--- src/hdl/magpoll_pkg.sv ---
package magpoll_pkg;

  // Event codes carried by one input beat
  typedef enum logic [1:0] {
    OP_START = 2'd0,
    OP_STEP  = 2'd1,
    OP_TICK  = 2'd2,
    OP_CLEAR = 2'd3
  } op_e;

  // Sequencer phases, one-hot in the state register
  typedef enum logic [4:0] {
    PH_INIT  = 5'b00001,
    PH_REV   = 5'b00010,
    PH_READ  = 5'b00100,
    PH_ERROR = 5'b01000,
    PH_DONE  = 5'b10000
  } phase_e;

  // Phase codes as shown on the result port
  localparam logic [2:0] PHASE_CODE_INIT  = 3'd0;
  localparam logic [2:0] PHASE_CODE_REV   = 3'd1;
  localparam logic [2:0] PHASE_CODE_READ  = 3'd2;
  localparam logic [2:0] PHASE_CODE_ERROR = 3'd3;
  localparam logic [2:0] PHASE_CODE_DONE  = 3'd4;

  typedef enum logic [1:0] {
    ACC_NONE = 2'd0,
    ACC_INIT = 2'd1,
    ACC_REV  = 2'd2,
    ACC_DATA = 2'd3
  } access_e;

  typedef enum logic [1:0] {
    ERR_NONE = 2'd0,
    ERR_BUS  = 2'd1,
    ERR_CHIP = 2'd2
  } err_e;

  // Configuration register indexes
  localparam logic [1:0] REG_UNIT_GAUSS = 2'd0;
  localparam logic [1:0] REG_PERMIT     = 2'd1;
  localparam logic [1:0] REG_SETTLE     = 2'd2;

  localparam int unsigned CFG_IDX_W  = 2;
  localparam int unsigned CFG_DATA_W = 16;
  localparam int unsigned PERMIT_W   = 16;
  localparam int unsigned SETTLE_W   = 8;
  localparam int unsigned REV_W      = 8;

  localparam logic                RESET_UNIT_GAUSS = 1'b1;
  localparam logic [PERMIT_W-1:0] RESET_PERMIT     = 16'd500;
  localparam logic [SETTLE_W-1:0] RESET_SETTLE     = 8'd10;

  localparam logic [REV_W-1:0] REV_BLANK   = 8'h00;
  localparam logic [REV_W-1:0] REV_INVALID = 8'hFF;

  // Datapath widths of the field conversion
  localparam int unsigned RAW_W      = 24;
  localparam int unsigned FIELD_W    = 40;
  localparam int unsigned CHUNK_W    = 22;
  localparam int unsigned MULT_W     = 3 * CHUNK_W;
  localparam int unsigned PROD_W     = RAW_W + CHUNK_W;
  localparam int unsigned LO_W       = PROD_W + CHUNK_W + 1;
  localparam int unsigned SUM_W      = RAW_W + MULT_W;
  localparam int unsigned FRAC_SHIFT = 52;
  localparam int unsigned Q_W        = SUM_W - FRAC_SHIFT;

  // Sensor scaling: 75 LSB per microtesla, 10000 gauss per tesla, Z by 0.667
  localparam int unsigned SENSOR_GAIN     = 75;
  localparam int unsigned LSB_PER_TESLA   = 1000000;
  localparam int unsigned GAUSS_PER_TESLA = 10000;
  localparam int unsigned Z_NUM           = 667;
  localparam int unsigned Z_DEN           = 1000;
  localparam int unsigned FRAC_GAUSS      = 24;
  localparam int unsigned FRAC_TESLA      = 40;

  localparam logic [127:0] DEN_TESLA = 128'(SENSOR_GAIN) * 128'(LSB_PER_TESLA);
  localparam logic [127:0] DEN_GAUSS = DEN_TESLA / 128'(GAUSS_PER_TESLA);

  // Reciprocals scaled by 2^(FRAC_SHIFT + output fraction bits), truncated; the error stays below
  // the smallest distance of a true result from a rounding boundary
  localparam logic [127:0] RECIP_GAUSS_W =
    (128'd1 << (FRAC_GAUSS + FRAC_SHIFT)) / DEN_GAUSS;
  localparam logic [127:0] RECIP_TESLA_W =
    (128'd1 << (FRAC_TESLA + FRAC_SHIFT)) / DEN_TESLA;
  localparam logic [127:0] RECIP_GAUSS_Z_W =
    ((128'd1 << (FRAC_GAUSS + FRAC_SHIFT)) * 128'(Z_NUM)) / (DEN_GAUSS * 128'(Z_DEN));
  localparam logic [127:0] RECIP_TESLA_Z_W =
    ((128'd1 << (FRAC_TESLA + FRAC_SHIFT)) * 128'(Z_NUM)) / (DEN_TESLA * 128'(Z_DEN));

  localparam logic [MULT_W-1:0] RECIP_GAUSS   = RECIP_GAUSS_W[MULT_W-1:0];
  localparam logic [MULT_W-1:0] RECIP_TESLA   = RECIP_TESLA_W[MULT_W-1:0];
  localparam logic [MULT_W-1:0] RECIP_GAUSS_Z = RECIP_GAUSS_Z_W[MULT_W-1:0];
  localparam logic [MULT_W-1:0] RECIP_TESLA_Z = RECIP_TESLA_Z_W[MULT_W-1:0];

  typedef struct packed {
    logic                unit_gauss;
    logic [PERMIT_W-1:0] permit_amount;
    logic [SETTLE_W-1:0] settle_ticks;
  } cfg_t;

  // Outcome of one event, carried down the pipeline with the fields
  typedef struct packed {
    logic [2:0] phase;
    access_e    access;
    err_e       err;
    logic       done;
    logic       fresh;
    logic       load;
  } step_t;

  // Stage load enables of the conversion pipeline
  typedef struct packed {
    logic s1;
    logic s2;
    logic s3;
    logic s4;
  } pipe_en_t;

  function automatic logic [MULT_W-1:0] pick_recip(input logic gauss, input logic zaxis);
    logic [MULT_W-1:0] r;
    if (gauss) begin
      r = zaxis ? RECIP_GAUSS_Z : RECIP_GAUSS;
    end else begin
      r = zaxis ? RECIP_TESLA_Z : RECIP_TESLA;
    end
    return r;
  endfunction

  function automatic logic [2:0] phase_code(input phase_e ph);
    logic [2:0] c;
    unique case (ph)
      PH_INIT:  c = PHASE_CODE_INIT;
      PH_REV:   c = PHASE_CODE_REV;
      PH_READ:  c = PHASE_CODE_READ;
      PH_ERROR: c = PHASE_CODE_ERROR;
      PH_DONE:  c = PHASE_CODE_DONE;
      default:  c = PHASE_CODE_INIT;
    endcase
    return c;
  endfunction

endpackage

--- src/hdl/magpoll_cfg.sv ---
module magpoll_cfg
  import magpoll_pkg::*;
(
  input  logic                  clk_i,
  input  logic                  rst_ni,
  input  logic                  cfg_valid_i,
  output logic                  cfg_ready_o,
  input  logic [CFG_IDX_W-1:0]  cfg_index_i,
  input  logic [CFG_DATA_W-1:0] cfg_data_i,
  output cfg_t                  cfg_o
);

  logic                unit_gauss_q;
  logic [PERMIT_W-1:0] permit_amount_q;
  logic [SETTLE_W-1:0] settle_ticks_q;

  // Always ready: every write beat is taken and registered
  assign cfg_ready_o = 1'b1;

  // Decode the index and take the write beat; unknown indexes are dropped
  always_ff @(posedge clk_i or negedge rst_ni) begin
    if (!rst_ni) begin
      unit_gauss_q    <= RESET_UNIT_GAUSS;
      permit_amount_q <= RESET_PERMIT;
      settle_ticks_q  <= RESET_SETTLE;
    end else if (cfg_valid_i && cfg_ready_o) begin
      unique case (cfg_index_i)
        REG_UNIT_GAUSS: unit_gauss_q    <= cfg_data_i[0];
        REG_PERMIT:     permit_amount_q <= cfg_data_i[PERMIT_W-1:0];
        REG_SETTLE:     settle_ticks_q  <= cfg_data_i[SETTLE_W-1:0];
        default:        ;
      endcase
    end
  end

  assign cfg_o = '{unit_gauss:    unit_gauss_q,
                   permit_amount: permit_amount_q,
                   settle_ticks:  settle_ticks_q};

endmodule

--- config.mk ---
export PLATFORM = sky130hd
export DESIGN_NAME = magpoll_cfg
export DESIGN_NICKNAME = d
export VERILOG_FILES = /design/src/hdl/magpoll_pkg.sv /design/src/hdl/magpoll_cfg.sv
export SDC_FILE = /design/constraint.sdc
export NUM_CORES = 1
export LEC_CHECK = 0
export ABC_AREA = 1
export ABC_CLOCK_PERIOD_IN_PS = 1200
export BUFFER_PORTS_ARGS = -buffer_cell sky130_fd_sc_hd__buf_2
export CAP_MARGIN = 10
export CORE_MARGIN = 1
export CORE_UTILIZATION = 46
export DETAILED_ROUTE_END_ITERATION = 10
export GPL_TIMING_DRIVEN = 0
export HOLD_SLACK_MARGIN = 0.12
export PLACE_DENSITY = 0.75
export RECOVER_POWER = 25
export REMOVE_ABC_BUFFERS = 1
export SYNTH_ARGS = -nofsm -noshare
export SYNTH_HDL_FRONTEND = slang
export SYNTH_SLANG_ARGS = --single-unit
--- constraint.sdc ---
create_clock -name clk_i -period 1.2 [get_ports clk_i]
set_clock_uncertainty 0.2 [all_clocks]
set_input_delay 0.24 -clock clk_i [delete_from_list [all_inputs] [get_ports clk_i]]
set_output_delay 0.24 -clock clk_i [all_outputs]
set_load 0.01 [all_outputs]
==> out/qor.yml <==
slowest_delay_ns: 0.57
htree_levels: 1
gr-total-overflow: 0
drv_cap: 0
ys_ff_latch: 25
clkSinkCount: 25
worstSetupPathType: "reg2out"
finalHoldViolCount: 0
fin_setup_tns_ns: -3.24
drt_wl_total_mm: 2.49
cts-root-buf: "clkbuf_4"
antenna_found_initial: 0
syn_to_final_growth_pct: 43.5
cts_tree: "yes"
min_period_ns: 1.41
rsz0062_at_grt: "true"
holdBufCountCts: 17
dp.cells: 180
firstDrtPassIters: 4
via_per_inst: 5.02
final_cell_mix: "nand2_1, buf_2, nand4_1"
grt_max_degree: 29
diodes: 0
netlist_instances: 117
via_count: 1044
path_depth: 1
power.total_mw: 2.05
clk_pin_slew_ns: 0.13
violations: "negative setup slack"
drc: 0
syn_area_um2: 1110
swShare_pct: 29.1
grt_pass1_wl_mm: 4.07
setup_violations: 25
instances_no_fill: 208
hpwl_mm: 1.62
grt_use_total_pct: 20.8
seqPwrFrac_pct: 53.1
hold_path.class: "in2reg"
final_common_cell: "nand2_1"
crit_path_cell_trace: "buf_6"
die_h_um: 51.1
finalCritPeriodShare_pct: 118
ff2ff_path_depth: 4
status: "finished, violations left"
ys_warn_count: 0
p_leak_nw: 0.842
synth.distinct_cells: 12
crit_buf_inv: 1
power_density_nw_per_um2: 1290
whs_path_depth: 3
initial_core_util_pct: 49.3
fp.dieW_um: 51.1
wl_per_cell_um: 12.0
intPower_mw: 1.45
clockPowerShare_pct: 17.7
core_um2: 2250
drv_slew: 0
cts_max_path_buffers: 2
final-seq-area_um2: 637
max_slew_margin_pct: 60.4
fin_util_pct: 70.7
worst_slack_ns: -0.214
cp.required_ns: 0.76
fillCellCount: 190
fmax_mhz: 707
globalplace.congestion: 0.714
p_sw_uw: 596
cpMaxStageDelayCell: "dfstp_2"
io_pins: 47
critPathLaunchType: "flip-flop"
insertion_delay_ns: 0.31
combPwrFrac_pct: 29.2
synth.avg_cell_area_um2: 9.50
io_buffers: 45
drt_iter0_drc: 10
cts_buffers: 3
antenna_left: 0
cp_max_fo: 2
peakVddDrop_v: 0.00102
std_cell_rows: 17
dpl_worst_slack_ns: -0.244
cp_top_family: "flip-flops"
die_area_um2: 2620
grt_pass1_vias: 961
layout-drive-gt1-share_pct: 36.1
nets: 202
end_kind: "output port"
multi_input_area_um2: 382
worstMarginPinSlew_ns: 0.595
cp_data_arrival_time_ns: 0.97
ys_seq_area_share_pct: 57.3
routing by layer:
layer | part of all wire, % | GRT usage, % | vias to the layer above
li1 | - | - | 516
met1 | 45 | 25.7 | 474
met2 | 47 | 36.6 | 49
met3 | 6.2 | 3.27 | 5
met4 | 1.0 | 7.41 | 0
met5 | 0 | 0 | -
layout make-up:
| cell class | count | area share [%] |
|---|---|---|
| flip-flops and latches | 25 | 40.0 |
| well taps | 28 | 2.20 |
| multi-input cells | 80 | 23.9 |
| inverters | 2 | 0.471 |
| clock buffers | 4 | 1.65 |
| repair buffers | 69 | 31.8 |
state kept, by name (all words and copies together), names as in the netlist:
name and count:
permit_amount_q 16, settle_ticks_q 8, unit_gauss_q 1
per-stage QoR:
step | hold slack (ns) | area [µm²]
floorplan | -0.256 | 1030
global placement | 0.0431 | 1290
detailed placement | 0.0445 | 1290
CTS | 0.0694 | 1570
global route | 0.0653 | 1590
finish | 0.0623 | 1590
synth_stat cells:
cell type / count / share of area (%)
conb_1: 1 / 0.34
nand4_1: 24 / 14
buf_4: 6 / 4.1
dfstp_2: 9 / 21
buf_2: 2 / 0.90
inv_2: 2 / 0.68
nand3_4: 2 / 3.2
dfrtp_1: 16 / 36
nand3_1: 1 / 0.45
buf_6: 2 / 2.0
nor2_1: 1 / 0.34
nand2_1: 51 / 17
logic make-up (layout without fill, tap and decap cells):
family                 count (synthesis)  count (layout)  synth area share, %
AND/OR/NAND/NOR                       79              79                 34.7
buffers and inverters                 12              75                 7.66
flip-flops                            25              25                 57.3
other                                  1               1                0.338
path summary, 6_finish.rpt:
| check | from | to | slack (ns) |
|---|---|---|---|
| worst max-delay path | settle_ticks_q[1] | cfg_o[1] | -0.21 |
| worst min-delay path | cfg_index_i[1] | settle_ticks_q[1] | 0.06 |
| worst max register to register | permit_amount_q[3] | permit_amount_q[3] | 0.17 |
| worst min register to register | permit_amount_q[2] | permit_amount_q[2] | 0.28 |
| max in group asynchronous | rst_ni | unit_gauss_q | 0.18 |
| min in group asynchronous | rst_ni | permit_amount_q[13] | 0.24 |
power groups by stage:
stage               logic, mW  clock network [mW]  registers, mW
CTS                     0.570               0.364           1.09
floorplan               0.131                   0           1.16
global placement        0.436                   0           1.08
global route            0.664               0.405           1.10
detailed placement      0.448                   0           1.09
finish                  0.599               0.363           1.09
what timing repair did:
item                                    CTS  global route
endpoints found under the setup margin   25            25
gates cloned                              0             0
resized for setup                         9             1
hold endpoints to repair                 50             5
setup buffers                             3             4
No activity file was read; power rests on OpenSTA's default activity.
