## config.mk

```make
export PLATFORM = sky130hd
export DESIGN_NAME = magpoll_conv
export DESIGN_NICKNAME = d
export VERILOG_FILES = /design/src/hdl/magpoll_pkg.sv /design/src/hdl/magpoll_conv.sv
export SDC_FILE = /design/constraint.sdc
export NUM_CORES = 2
export LEC_CHECK = 0
export ABC_AREA = 1
export BUFFER_PORTS_ARGS = -buffer_cell sky130_fd_sc_hd__buf_2
export CAP_MARGIN = 20
export CORE_UTILIZATION = 65
export DETAILED_ROUTE_END_ITERATION = 8
export GPL_ROUTABILITY_DRIVEN = 0
export PLACE_DENSITY = 0.82
export SYNTH_ARGS = -nofsm -noshare
export SYNTH_HDL_FRONTEND = slang
export SYNTH_SLANG_ARGS = --single-unit
```

## constraint.sdc

```tcl
create_clock -name clk_i -period 8.2 [get_ports clk_i]
set_input_delay 0.82 -clock clk_i [delete_from_list [all_inputs] [get_ports clk_i]]
set_output_delay 0.82 -clock clk_i [all_outputs]
set_load 0.02 [all_outputs]
```

## src/hdl/magpoll_pkg.sv

```systemverilog
package magpoll_pkg;

  // Event codes carried by one input beat
  typedef enum logic [1:0] {
    OP_START = 2'd0,
    OP_STEP  = 2'd1,
    OP_TICK  = 2'd2,
    OP_CLEAR = 2'd3
  } op_e;

  // Sequencer phases, one-hot in the state register
  typedef enum logic [4:0] {
    PH_INIT  = 5'b00001,
    PH_REV   = 5'b00010,
    PH_READ  = 5'b00100,
    PH_ERROR = 5'b01000,
    PH_DONE  = 5'b10000
  } phase_e;

  // Phase codes as shown on the result port
  localparam logic [2:0] PHASE_CODE_INIT  = 3'd0;
  localparam logic [2:0] PHASE_CODE_REV   = 3'd1;
  localparam logic [2:0] PHASE_CODE_READ  = 3'd2;
  localparam logic [2:0] PHASE_CODE_ERROR = 3'd3;
  localparam logic [2:0] PHASE_CODE_DONE  = 3'd4;

  typedef enum logic [1:0] {
    ACC_NONE = 2'd0,
    ACC_INIT = 2'd1,
    ACC_REV  = 2'd2,
    ACC_DATA = 2'd3
  } access_e;

  typedef enum logic [1:0] {
    ERR_NONE = 2'd0,
    ERR_BUS  = 2'd1,
    ERR_CHIP = 2'd2
  } err_e;

  // Configuration register indexes
  localparam logic [1:0] REG_UNIT_GAUSS = 2'd0;
  localparam logic [1:0] REG_PERMIT     = 2'd1;
  localparam logic [1:0] REG_SETTLE     = 2'd2;

  localparam int unsigned CFG_IDX_W  = 2;
  localparam int unsigned CFG_DATA_W = 16;
  localparam int unsigned PERMIT_W   = 16;
  localparam int unsigned SETTLE_W   = 8;
  localparam int unsigned REV_W      = 8;

  localparam logic                RESET_UNIT_GAUSS = 1'b1;
  localparam logic [PERMIT_W-1:0] RESET_PERMIT     = 16'd500;
  localparam logic [SETTLE_W-1:0] RESET_SETTLE     = 8'd10;

  localparam logic [REV_W-1:0] REV_BLANK   = 8'h00;
  localparam logic [REV_W-1:0] REV_INVALID = 8'hFF;

  // Datapath widths of the field conversion
  localparam int unsigned RAW_W      = 24;
  localparam int unsigned FIELD_W    = 40;
  localparam int unsigned CHUNK_W    = 22;
  localparam int unsigned MULT_W     = 3 * CHUNK_W;
  localparam int unsigned PROD_W     = RAW_W + CHUNK_W;
  localparam int unsigned LO_W       = PROD_W + CHUNK_W + 1;
  localparam int unsigned SUM_W      = RAW_W + MULT_W;
  localparam int unsigned FRAC_SHIFT = 52;
  localparam int unsigned Q_W        = SUM_W - FRAC_SHIFT;

  // Sensor scaling: 75 LSB per microtesla, 10000 gauss per tesla, Z by 0.667
  localparam int unsigned SENSOR_GAIN     = 75;
  localparam int unsigned LSB_PER_TESLA   = 1000000;
  localparam int unsigned GAUSS_PER_TESLA = 10000;
  localparam int unsigned Z_NUM           = 667;
  localparam int unsigned Z_DEN           = 1000;
  localparam int unsigned FRAC_GAUSS      = 24;
  localparam int unsigned FRAC_TESLA      = 40;

  localparam logic [127:0] DEN_TESLA = 128'(SENSOR_GAIN) * 128'(LSB_PER_TESLA);
  localparam logic [127:0] DEN_GAUSS = DEN_TESLA / 128'(GAUSS_PER_TESLA);

  // Reciprocals scaled by 2^(FRAC_SHIFT + output fraction bits), truncated; the error stays below
  // the smallest distance of a true result from a rounding boundary
  localparam logic [127:0] RECIP_GAUSS_W =
    (128'd1 << (FRAC_GAUSS + FRAC_SHIFT)) / DEN_GAUSS;
  localparam logic [127:0] RECIP_TESLA_W =
    (128'd1 << (FRAC_TESLA + FRAC_SHIFT)) / DEN_TESLA;
  localparam logic [127:0] RECIP_GAUSS_Z_W =
    ((128'd1 << (FRAC_GAUSS + FRAC_SHIFT)) * 128'(Z_NUM)) / (DEN_GAUSS * 128'(Z_DEN));
  localparam logic [127:0] RECIP_TESLA_Z_W =
    ((128'd1 << (FRAC_TESLA + FRAC_SHIFT)) * 128'(Z_NUM)) / (DEN_TESLA * 128'(Z_DEN));

  localparam logic [MULT_W-1:0] RECIP_GAUSS   = RECIP_GAUSS_W[MULT_W-1:0];
  localparam logic [MULT_W-1:0] RECIP_TESLA   = RECIP_TESLA_W[MULT_W-1:0];
  localparam logic [MULT_W-1:0] RECIP_GAUSS_Z = RECIP_GAUSS_Z_W[MULT_W-1:0];
  localparam logic [MULT_W-1:0] RECIP_TESLA_Z = RECIP_TESLA_Z_W[MULT_W-1:0];

  typedef struct packed {
    logic                unit_gauss;
    logic [PERMIT_W-1:0] permit_amount;
    logic [SETTLE_W-1:0] settle_ticks;
  } cfg_t;

  // Outcome of one event, carried down the pipeline with the fields
  typedef struct packed {
    logic [2:0] phase;
    access_e    access;
    err_e       err;
    logic       done;
    logic       fresh;
    logic       load;
  } step_t;

  // Stage load enables of the conversion pipeline
  typedef struct packed {
    logic s1;
    logic s2;
    logic s3;
    logic s4;
  } pipe_en_t;

  function automatic logic [MULT_W-1:0] pick_recip(input logic gauss, input logic zaxis);
    logic [MULT_W-1:0] r;
    if (gauss) begin
      r = zaxis ? RECIP_GAUSS_Z : RECIP_GAUSS;
    end else begin
      r = zaxis ? RECIP_TESLA_Z : RECIP_TESLA;
    end
    return r;
  endfunction

  function automatic logic [2:0] phase_code(input phase_e ph);
    logic [2:0] c;
    unique case (ph)
      PH_INIT:  c = PHASE_CODE_INIT;
      PH_REV:   c = PHASE_CODE_REV;
      PH_READ:  c = PHASE_CODE_READ;
      PH_ERROR: c = PHASE_CODE_ERROR;
      PH_DONE:  c = PHASE_CODE_DONE;
      default:  c = PHASE_CODE_INIT;
    endcase
    return c;
  endfunction

endpackage

```

## src/hdl/magpoll_conv.sv

```systemverilog
module magpoll_conv
  import magpoll_pkg::*;
(
  input  logic                      clk_i,
  input  pipe_en_t                  en_i,
  input  logic [RAW_W-1:0]          raw_i,
  input  logic [MULT_W-1:0]         recip_i,
  output logic signed [FIELD_W-1:0] field_o
);

  logic [RAW_W-1:0]  mag_q;
  logic              neg1_q, neg2_q, neg3_q, neg4_q;
  logic [PROD_W-1:0] p0_q, p1_q, p2_q, p2b_q;
  logic [LO_W-1:0]   lo_q;
  logic [Q_W-1:0]    q_q;
  logic [SUM_W-1:0]  sum;
  logic [FIELD_W-1:0] q_ext;

  // Stage 1: sign and magnitude of the raw reading
  always_ff @(posedge clk_i) begin
    if (en_i.s1) begin
      neg1_q <= raw_i[RAW_W-1];
      mag_q  <= raw_i[RAW_W-1] ? (~raw_i + 1'b1) : raw_i;
    end
  end

  // Stage 2: three partial products against the reciprocal
  always_ff @(posedge clk_i) begin
    if (en_i.s2) begin
      neg2_q <= neg1_q;
      p0_q   <= PROD_W'(mag_q) * PROD_W'(recip_i[CHUNK_W-1:0]);
      p1_q   <= PROD_W'(mag_q) * PROD_W'(recip_i[2*CHUNK_W-1:CHUNK_W]);
      p2_q   <= PROD_W'(mag_q) * PROD_W'(recip_i[3*CHUNK_W-1:2*CHUNK_W]);
    end
  end

  // Stage 3: fold the low products with the rounding half
  always_ff @(posedge clk_i) begin
    if (en_i.s3) begin
      neg3_q <= neg2_q;
      p2b_q  <= p2_q;
      lo_q   <= LO_W'(p0_q) + (LO_W'(p1_q) << CHUNK_W) + (LO_W'(1) << (FRAC_SHIFT - 1));
    end
  end

  // Stage 4: add the top product and drop the fraction
  assign sum = SUM_W'(lo_q) + (SUM_W'(p2b_q) << (2 * CHUNK_W));

  always_ff @(posedge clk_i) begin
    if (en_i.s4) begin
      neg4_q <= neg3_q;
      q_q    <= sum[SUM_W-1:FRAC_SHIFT];
    end
  end

  // Restore the sign
  assign q_ext   = FIELD_W'(q_q);
  assign field_o = neg4_q ? $signed(~q_ext + 1'b1) : $signed(q_ext);

endmodule

```

==> flow_summary.toml <==
[timing]
tightestPinTransition_ns = 1.20
hold_viol_final = 0
fin_setup_tns_ns = 0
fmax_mhz = 134
maxSlewViolCount = 0
rsz0062_at_grt = "no"
whs_ns = 0.418
period_needed_ns = 7.44
finalCritPeriodShare = 0.908
relSlewSlack = 0.202
setup_violations = 0
layout_setup_ws_ns = 0.756
final.setup_skew_ns = 0.0387

[setup_path]
start_kind = "flop"
criticalPathCategory = "flop to flop"
cp.arrival_ns = 7.81
cp_data_required_time_ns = 8.57
worstPathMaxFanout = 18
end_kind = "flop"

[clocking]
htreeDepth = 1
numCtsBuffers = 27
cts.sinks = 253
cts-resized-gates = 0
cts_max_path_buffers = 3
clock_latency_ns = 0.62
root_buffer = "clkbuf_16"
cts_tree = "yes"
postCtsSetupBuffers = 0
hold_buffers = 0
path_clk_slew_ns = 0.08

[global_route]
antenna_found_initial = 9
globalRoute.totalOverflow = 0
grt_usage = 0.373
grt_first_pass_wirelength_mm = 304
grt_max_degree = 73
grt_pass1_vias = 59700

[placed_design]
hpwlAfterDp_mm = 149
io_buffers = 134
pre_cts_slack_ns = 1.06

[synthesis]
ys_seq_area_frac = 0.113
synth_edf_count = 253
synth_cells = 8529
synth_warnings = 0
netlist.area_leader.share = 0.391
ys_seq_elements = 253
synth.avg_cell_area_sq_um = 7.85
synthTopCellsByArea = "fa_1 39%, nand2_1 13%, inv_1 13%"
synth-main-ff-cell = "edfxtp_1"
ys_async_sr_fraction = 0
syn_area_sq_mm = 0.0670
synth.most_common_cell = "nand2_1"
synth_cell_type_count = 49
synth_top_cell_by_area = "fa_1"
synth_nets = 10500
yosys-top-cells-count = "2372 x nand2_1, 2244 x inv_1, 1310 x fa_1"

[finish]
drive_gt1_frac = 0.0320
syn2layout_area_growth_pct = 4.27
num-fill-cells = 7946
nets = 10400
final_core_util = 0.685

[floorplan]
num_rows = 117
core-area_sq_mm = 0.102
die_x_microns = 323
die-area_sq_mm = 0.104
die_y_microns = 323
ioPinCount = 135
initial_utilization = 0.657

[route]
drt-vias-per-instance = 5.71
ant_nets = 0
drt_iter0_drc = 5435
wl_mm = 188
drcViolationCount = 0
wl_per_cell_microns = 19.1
drt-pass1-iter-count = 6
vias = 56200

[run_status]
status = "finished clean"

[flow_run]
drv_cap = 0

[hold_path]
holdCritPathClass = "flop to flop"
## layout by cell type (no fill, tap or decap), types with 4 or more instances in the layout
master     Yosys  routed
nand3b_1       8       8
xor2_1       127     127
xnor2_1       33      33
o21a_1        29      29
o21bai_1      22      22
a21boi_0      10      10
ha_1         529     529
a21oi_1      261     261
nand3_1      188     188
o21ai_1        6       6
nor4_1         9       9
nand3_2        4       4
clkinv_1       1       4
buf_4          1      52
fa_1        1310    1310
nor2_1       448     448
or2_2          4       4
nor3_1        56      56
nor2_2         4       4
a31oi_1        5       5
nand4_1       68      68
a21o_1        17      17
buf_2          1     133
nor3_2         4       4
o21ai_0      182     182
buf_12         0      15
clkbuf_16      0      27
edfxtp_1     253     253
inv_1       2244    2244
nand2_1     2372    2372
## cell type report
type | instances | area [sq um] | share of cell area
Antenna cell | 2 | 5.00 | 0.0000716
Clock buffer | 30 | 687 | 0.00983
Clock inverter | 18 | 208 | 0.00297
Inverter | 2247 | 8430 | 0.121
Multi-Input combinational cell | 5721 | 49800 | 0.713
Sequential cell | 253 | 7600 | 0.109
Tap cell | 1368 | 1710 | 0.0245
Timing Repair Buffer | 202 | 1410 | 0.0202
## state kept, by name, indices dropped and copies added, names as in the netlist
name and count:
p2b_q 46, mag_q 24, p0_q 24, neg3_q 1
neg4_q 1, neg2_q 1, lo_q 25, neg1_q 1
p1_q 46, p2_q 46, q_q 38
## layer usage
layer	wire, microns	track usage	vias up
met5	94	0	-
met4	10200	0.174	12
met3	24300	0.0922	812
met2	86000	0.605	3696
met1	67100	0.471	26900
li1	-	-	24800
## cell families (layout without fill, tap and decap cells)
family                     count (synthesis)  count (layout)  synth area share
DFF                                      253             253             0.113
AOI/OAI and AO/OA                        544             544            0.0443
buffers and inverters                   2555            2497             0.143
xor gates and xnor gates                 160             160            0.0209
other                                      0               2                 0
adders and majority gates               1839            1839             0.490
and+or+nand+nor                         3178            3178             0.188
## worst paths after layout
kind / startpoint / slack, ns / cells after the start / endpoint
min: p2_q[23]$_DFFE_PP_ / 0.42 / 0 / p2b_q[23]$_DFFE_PP_
min reg2reg: p2_q[23]$_DFFE_PP_ / 0.42 / 0 / p2b_q[23]$_DFFE_PP_
max reg2reg: mag_q[7]$_DFFE_PP_ / 0.76 / 18 / p0_q[32]$_DFFE_PP_
max: mag_q[7]$_DFFE_PP_ / 0.76 / 18 / p0_q[32]$_DFFE_PP_
## critical path, stage by stage, from the launching register on
cell	delay, ns
edfxtp_1	1.15
buf_4	0.49
nand2_1	0.13
fa_1	0.57
inv_1	0.06
fa_1	0.49
fa_1	0.60
fa_1	0.45
fa_1	0.48
fa_1	0.55
fa_1	0.42
ha_1	0.41
nand2_1	0.14
o21ai_0	0.58
a21oi_1	0.09
nand3_1	0.27
nand3_1	0.14
nand3_1	0.09
nand2_1	0.06
## through the flow
| stage | cells | instance area (sq um) |
|---|---|---|
| 2_1_floorplan | 8529 | 67000 |
| 3_3_place_gp | 9789 | 68900 |
| 3_5_place_dp | 9791 | 69000 |
| 4_1_cts | 9839 | 69800 |
| 5_1_grt | 9839 | 69800 |
| 6_report | 9841 | 69900 |
Power is not shown: default switching activity piles up to over one toggle a cycle in this logic, so the estimate is an artifact.
