--- config.mk ---
export PLATFORM = sky130hd
export DESIGN_NAME = magpoll_ctrl
export DESIGN_NICKNAME = d
export VERILOG_FILES = /design/src/hdl/magpoll_pkg.sv /design/src/hdl/magpoll_ctrl.sv
export SDC_FILE = /design/constraint.sdc
export NUM_CORES = 1
export LEC_CHECK = 0
export BUFFER_PORTS_ARGS = -buffer_cell sky130_fd_sc_hd__buf_2
export CAP_MARGIN = 10
export CORE_ASPECT_RATIO = 0.8
export CORE_UTILIZATION = 30
export CTS_BUF_LIST = sky130_fd_sc_hd__clkbuf_2 sky130_fd_sc_hd__clkbuf_4 sky130_fd_sc_hd__clkbuf_8
export CTS_CLUSTER_DIAMETER = 100
export DETAILED_ROUTE_END_ITERATION = 10
export PLACE_DENSITY = 0.61
export SLEW_MARGIN = 20
export SYNTH_ARGS = -nofsm -noshare
export SYNTH_HDL_FRONTEND = slang
export SYNTH_SLANG_ARGS = --single-unit
--- constraint.sdc ---
create_clock -name clk_i -period 4.6 [get_ports clk_i]
set_clock_uncertainty 0.15 [all_clocks]
set_input_delay 0.23 -clock clk_i [delete_from_list [all_inputs] [get_ports clk_i]]
set_output_delay 0.23 -clock clk_i [all_outputs]
set_load 0.05 [all_outputs]
--- src/hdl/magpoll_pkg.sv ---
package magpoll_pkg;

  // Event codes carried by one input beat
  typedef enum logic [1:0] {
    OP_START = 2'd0,
    OP_STEP  = 2'd1,
    OP_TICK  = 2'd2,
    OP_CLEAR = 2'd3
  } op_e;

  // Sequencer phases, one-hot in the state register
  typedef enum logic [4:0] {
    PH_INIT  = 5'b00001,
    PH_REV   = 5'b00010,
    PH_READ  = 5'b00100,
    PH_ERROR = 5'b01000,
    PH_DONE  = 5'b10000
  } phase_e;

  // Phase codes as shown on the result port
  localparam logic [2:0] PHASE_CODE_INIT  = 3'd0;
  localparam logic [2:0] PHASE_CODE_REV   = 3'd1;
  localparam logic [2:0] PHASE_CODE_READ  = 3'd2;
  localparam logic [2:0] PHASE_CODE_ERROR = 3'd3;
  localparam logic [2:0] PHASE_CODE_DONE  = 3'd4;

  typedef enum logic [1:0] {
    ACC_NONE = 2'd0,
    ACC_INIT = 2'd1,
    ACC_REV  = 2'd2,
    ACC_DATA = 2'd3
  } access_e;

  typedef enum logic [1:0] {
    ERR_NONE = 2'd0,
    ERR_BUS  = 2'd1,
    ERR_CHIP = 2'd2
  } err_e;

  // Configuration register indexes
  localparam logic [1:0] REG_UNIT_GAUSS = 2'd0;
  localparam logic [1:0] REG_PERMIT     = 2'd1;
  localparam logic [1:0] REG_SETTLE     = 2'd2;

  localparam int unsigned CFG_IDX_W  = 2;
  localparam int unsigned CFG_DATA_W = 16;
  localparam int unsigned PERMIT_W   = 16;
  localparam int unsigned SETTLE_W   = 8;
  localparam int unsigned REV_W      = 8;

  localparam logic                RESET_UNIT_GAUSS = 1'b1;
  localparam logic [PERMIT_W-1:0] RESET_PERMIT     = 16'd500;
  localparam logic [SETTLE_W-1:0] RESET_SETTLE     = 8'd10;

  localparam logic [REV_W-1:0] REV_BLANK   = 8'h00;
  localparam logic [REV_W-1:0] REV_INVALID = 8'hFF;

  // Datapath widths of the field conversion
  localparam int unsigned RAW_W      = 24;
  localparam int unsigned FIELD_W    = 40;
  localparam int unsigned CHUNK_W    = 22;
  localparam int unsigned MULT_W     = 3 * CHUNK_W;
  localparam int unsigned PROD_W     = RAW_W + CHUNK_W;
  localparam int unsigned LO_W       = PROD_W + CHUNK_W + 1;
  localparam int unsigned SUM_W      = RAW_W + MULT_W;
  localparam int unsigned FRAC_SHIFT = 52;
  localparam int unsigned Q_W        = SUM_W - FRAC_SHIFT;

  // Sensor scaling: 75 LSB per microtesla, 10000 gauss per tesla, Z by 0.667
  localparam int unsigned SENSOR_GAIN     = 75;
  localparam int unsigned LSB_PER_TESLA   = 1000000;
  localparam int unsigned GAUSS_PER_TESLA = 10000;
  localparam int unsigned Z_NUM           = 667;
  localparam int unsigned Z_DEN           = 1000;
  localparam int unsigned FRAC_GAUSS      = 24;
  localparam int unsigned FRAC_TESLA      = 40;

  localparam logic [127:0] DEN_TESLA = 128'(SENSOR_GAIN) * 128'(LSB_PER_TESLA);
  localparam logic [127:0] DEN_GAUSS = DEN_TESLA / 128'(GAUSS_PER_TESLA);

  // Reciprocals scaled by 2^(FRAC_SHIFT + output fraction bits), truncated; the error stays below
  // the smallest distance of a true result from a rounding boundary
  localparam logic [127:0] RECIP_GAUSS_W =
    (128'd1 << (FRAC_GAUSS + FRAC_SHIFT)) / DEN_GAUSS;
  localparam logic [127:0] RECIP_TESLA_W =
    (128'd1 << (FRAC_TESLA + FRAC_SHIFT)) / DEN_TESLA;
  localparam logic [127:0] RECIP_GAUSS_Z_W =
    ((128'd1 << (FRAC_GAUSS + FRAC_SHIFT)) * 128'(Z_NUM)) / (DEN_GAUSS * 128'(Z_DEN));
  localparam logic [127:0] RECIP_TESLA_Z_W =
    ((128'd1 << (FRAC_TESLA + FRAC_SHIFT)) * 128'(Z_NUM)) / (DEN_TESLA * 128'(Z_DEN));

  localparam logic [MULT_W-1:0] RECIP_GAUSS   = RECIP_GAUSS_W[MULT_W-1:0];
  localparam logic [MULT_W-1:0] RECIP_TESLA   = RECIP_TESLA_W[MULT_W-1:0];
  localparam logic [MULT_W-1:0] RECIP_GAUSS_Z = RECIP_GAUSS_Z_W[MULT_W-1:0];
  localparam logic [MULT_W-1:0] RECIP_TESLA_Z = RECIP_TESLA_Z_W[MULT_W-1:0];

  typedef struct packed {
    logic                unit_gauss;
    logic [PERMIT_W-1:0] permit_amount;
    logic [SETTLE_W-1:0] settle_ticks;
  } cfg_t;

  // Outcome of one event, carried down the pipeline with the fields
  typedef struct packed {
    logic [2:0] phase;
    access_e    access;
    err_e       err;
    logic       done;
    logic       fresh;
    logic       load;
  } step_t;

  // Stage load enables of the conversion pipeline
  typedef struct packed {
    logic s1;
    logic s2;
    logic s3;
    logic s4;
  } pipe_en_t;

  function automatic logic [MULT_W-1:0] pick_recip(input logic gauss, input logic zaxis);
    logic [MULT_W-1:0] r;
    if (gauss) begin
      r = zaxis ? RECIP_GAUSS_Z : RECIP_GAUSS;
    end else begin
      r = zaxis ? RECIP_TESLA_Z : RECIP_TESLA;
    end
    return r;
  endfunction

  function automatic logic [2:0] phase_code(input phase_e ph);
    logic [2:0] c;
    unique case (ph)
      PH_INIT:  c = PHASE_CODE_INIT;
      PH_REV:   c = PHASE_CODE_REV;
      PH_READ:  c = PHASE_CODE_READ;
      PH_ERROR: c = PHASE_CODE_ERROR;
      PH_DONE:  c = PHASE_CODE_DONE;
      default:  c = PHASE_CODE_INIT;
    endcase
    return c;
  endfunction

endpackage

--- src/hdl/magpoll_ctrl.sv ---
module magpoll_ctrl
  import magpoll_pkg::*;
(
  input  logic             clk_i,
  input  logic             rst_ni,
  input  logic             accept_i,
  input  logic [1:0]       operation_i,
  input  logic             soft_reset_i,
  input  logic             bus_ok_i,
  input  logic [REV_W-1:0] revision_i,
  input  cfg_t             cfg_i,
  output step_t            step_o
);

  phase_e              phase_q, phase_d;
  logic [PERMIT_W-1:0] permit_q, permit_d;
  logic [SETTLE_W-1:0] wait_q, wait_d;
  logic                complete_q, complete_d;
  logic                new_data_q, new_data_d;
  access_e             access;
  err_e                err;
  logic                load;

  // Decide the next phase for this event
  always_comb begin
    phase_d    = phase_q;
    permit_d   = permit_q;
    wait_d     = wait_q;
    complete_d = complete_q;
    new_data_d = new_data_q;
    access     = ACC_NONE;
    err        = ERR_NONE;
    load       = 1'b0;
    if (accept_i) begin
      unique case (op_e'(operation_i))
        OP_START: begin
          phase_d    = (soft_reset_i || (permit_q == '0)) ? PH_INIT : PH_READ;
          complete_d = 1'b0;
        end
        OP_STEP: begin
          // hold everything while the settle wait runs
          if (wait_q == '0) begin
            unique case (phase_q)
              PH_INIT: begin
                access = ACC_INIT;
                if (!bus_ok_i) begin
                  phase_d = PH_ERROR;
                  err     = ERR_BUS;
                end else begin
                  wait_d   = cfg_i.settle_ticks;
                  permit_d = cfg_i.permit_amount;
                  phase_d  = PH_REV;
                end
              end
              PH_REV: begin
                access = ACC_REV;
                if (!bus_ok_i) begin
                  phase_d = PH_ERROR;
                  err     = ERR_BUS;
                end else if ((revision_i == REV_BLANK) || (revision_i == REV_INVALID)) begin
                  phase_d = PH_ERROR;
                  err     = ERR_CHIP;
                end else begin
                  phase_d = PH_READ;
                end
              end
              PH_READ: begin
                access = ACC_DATA;
                if (!bus_ok_i) begin
                  phase_d = PH_ERROR;
                  err     = ERR_BUS;
                end else begin
                  load       = 1'b1;
                  new_data_d = 1'b1;
                  if (permit_q != '0) begin
                    permit_d = permit_q - 1'b1;
                  end
                  phase_d = PH_DONE;
                end
              end
              PH_ERROR: begin
                phase_d    = PH_DONE;
                complete_d = 1'b1;
              end
              PH_DONE: begin
                complete_d = 1'b1;
              end
              default: begin
                phase_d = PH_INIT;
              end
            endcase
          end
        end
        OP_TICK: begin
          if (wait_q != '0) begin
            wait_d = wait_q - 1'b1;
          end
        end
        OP_CLEAR: begin
          new_data_d = 1'b0;
        end
        default: ;
      endcase
    end
  end

  // Advance the sequencer state
  always_ff @(posedge clk_i or negedge rst_ni) begin
    if (!rst_ni) begin
      phase_q    <= PH_INIT;
      permit_q   <= '0;
      wait_q     <= '0;
      complete_q <= 1'b0;
      new_data_q <= 1'b0;
    end else begin
      phase_q    <= phase_d;
      permit_q   <= permit_d;
      wait_q     <= wait_d;
      complete_q <= complete_d;
      new_data_q <= new_data_d;
    end
  end

  assign step_o = '{phase:  phase_code(phase_d),
                    access: access,
                    err:    err,
                    done:   complete_d,
                    fresh:  new_data_d,
                    load:   load};

endmodule

==> impl_metrics.toml <==
[sta]
finalHoldViolations = 0
rsz0062_at_grt = "false"
setup_violations = 0
fin_setup_tns_ps = 0
slew_headroom_pct = 39.6
fmax_ghz = 0.299
period_needed_ps = 3350
worstMarginPinSlew_ps = 901
final_max_slew_viol_count = 0
fin_crit_sh_pct = 72.8

[yosys]
ys_seq_area_share_pct = 35.9
yosysTopAreaCellShare_pct = 34.7
ys.flop_type = "dfrtp_1"
synth-async-reset-ratio_pct = 100
synth_edf_count = 0
synth_commonest_cells = "nor2_1 (41), o21ai_0 (37), dfrtp_1 (30)"
synth_top_cells_by_area = "dfrtp_1 (35%), o21ai_0 (8.6%), nor2_1 (7.1%)"
synth_seq_cells = 31
syn-cell-area_sq_mm = 0.00216
ys_types = 54
synth_warnings = 0
synth_area_leader_cell = "dfrtp_1"
syn_area_per_cell_sq_um = 8.22
synth_fp_nets = 305
syn_inst = 263
yosysMostFrequentCell = "nor2_1"

[global_route]
grt_pass1_vias = 1972
grt.overflow.total = 0
antenna_found_initial = 0
grt_start_max_net_pins = 39
track_usage_pct = 15.0
grt_pass1_wl_um = 9220

[run]
drv_cap = 0

[finish]
utilization_pct = 36.6
area_growth_pct = 17.2
antennaDiodeCount = 0
drive_gt1_share_pct = 24.3
fill_cells = 718
stdcell_count = 392
nNetsFinal = 348
fin_area_sq_mm = 0.00253

[critical_path]
cp_num_buf_inv = 2
max_stage_delay_ps = 410
crit_chain = "inv_1, ha_1, nor4b_4, nand4_2, or2_1, a21o_1, a21o_1, a2111oi_2, buf_2"
crit_path_end_kind = "output pin"
worst_path_max_delay_cell = "nor4b_4"
cp_data_arrival_time_ps = 2970
worstPathRequired_ps = 4220
cp_top_family = "simple AND/OR/NAND/NOR gates"
crit_type = "reg -> out"
worstPathMaxFanout = 6
cpMostUsedCell = "a21o_1"
start_kind = "register"

[clock_network]
cts_buffers = 5
postCtsResizedCells = 0
cts_buffer_depth = 2
clk_pin_slew_worst_paths_ps = 70
clk_latency_ps = 280
cts_tree = "done"
htreeDepth = 2
cts_num_sinks = 31
root_buffer = "clkbuf_8"

[routing]
wl_met2_um = 2380
wl_per_cell_um = 13.7
wirelength_um = 5370
drt_iter0_markers = 116
dr.pass1.iters = 4
ant_nets = 0
drc = 0
topRoutingLayerUsed = "met4"
avgViaCountPerCell = 5.27
met1_length_um = 2770
vias = 2067
wl_met3_um = 156

[place]
placed_cell_area_sq_mm = 0.00245
port_buffers = 48
dp.cells = 385
dp_hpwl_um = 3990
gp_congestion = 0.815

[die]
die_area_sq_mm = 0.00755
pin_count = 50
start_util_pct = 31.2
fp.dieW_um = 96.9
core_area_sq_mm = 0.00693
row_count = 27
die_h_um = 77.9

[power]
power.leakage_nw = 1.12
power_density_mw_per_mm2 = 290
p_int_mw = 0.485
power.total_mw = 0.736
peakVddDrop_v = 0.0000889
switchingPower_mw = 0.251
clkPwrFrac_pct = 27.8
switching_share_pct = 34.1
comb_power_share_pct = 26.7
seq_power_share_pct = 45.4

[outcome]
outcome = "finished, final reports clean"

[min_path]
hold_path_class = "in -> reg"
==> worst min-delay path: stages <==
cell	delay, ps
buf_2	70
a211oi_1	60
a21oi_1	110
==> what timing repair did <==
action | in CTS | in global routing
hold endpoints to repair | 30 | 0
setup buffers | 0 | 0
hold buffers | 1 | 0
==> routing by layer <==
metal / GRT usage [%] / up-vias
met4: 5.07 / 0
met3: 2.97 / 6
li1: - / 1049
met5: 0 / -
met2: 23.3 / 36
met1: 20.9 / 976
==> power by group through the flow <==
stage,clock network [mW],registers [mW],logic (mW)
final,0.205,0.334,0.197
after detailed placement,0,0.338,0.196
after CTS,0.211,0.333,0.197
after floorplan,0,0.331,0.144
after global placement,0,0.338,0.191
after global routing,0.226,0.339,0.223
==> state kept, by name (all words and copies together) (netlist names) <==
register,flops
new_data_q,1
permit_q,16
wait_q,8
complete_q,1
phase_q,5
==> path summary, 6_finish.rpt <==
path	end	cells after the start	from	slack, ps
min in group asynchronous	permit_q[13]	2	rst_ni	400
hold reg to reg	new_data_q	1	new_data_q	340
setup / recovery	step_o[7]	9	wait_q[0]	1250
max in group asynchronous	wait_q[0]	2	rst_ni	3420
hold / removal	wait_q[1]	3	cfg_i[1]	80
setup reg to reg	permit_q[10]	8	permit_q[0]	1740
==> per-stage QoR <==
| step | hold WS, ps | worst slack (ps) |
|---|---|---|
| 3_3_place_gp | 189 | 1620 |
| 4_1_cts | 63.1 | 1260 |
| 3_5_place_dp | 193 | 1580 |
| 5_1_grt | 89.8 | 1030 |
| 6_report | 77.1 | 1250 |
| 2_1_floorplan | -216 | 1000 |
==> cells by family after synthesis <==
kind of cell	share of synthesized area, %
AO/OA/AOI/OAI	30.4
buffers and inverters	4.86
AND/OR/NAND/NOR	26.9
adder cells (fa/ha/maj)	1.16
XOR/XNOR	0.810
flip-flops	35.9
==> cells in the final DEF (no fill, tap or decap), types with 4 or more instances in the layout <==
master,n
clkbuf_8,5
o21ai_0,37
nand3_1,8
a22oi_1,8
dfrtp_1,30
a21o_1,4
nand2_1,11
nor3_1,14
nor2_1,41
inv_1,9
buf_2,48
a21oi_1,23
==> cell type report <==
type / instances / area (sq um) / area share, %
repair buffers: 50 / 258 / 10.2
inverters: 9 / 33.8 / 1.33
clock buffers: 6 / 76.3 / 3.01
multi-input cells: 209 / 1280 / 50.5
flip-flops and latches: 31 / 777 / 30.7
well taps: 87 / 109 / 4.30
Power figures use the tool's default switching activity.
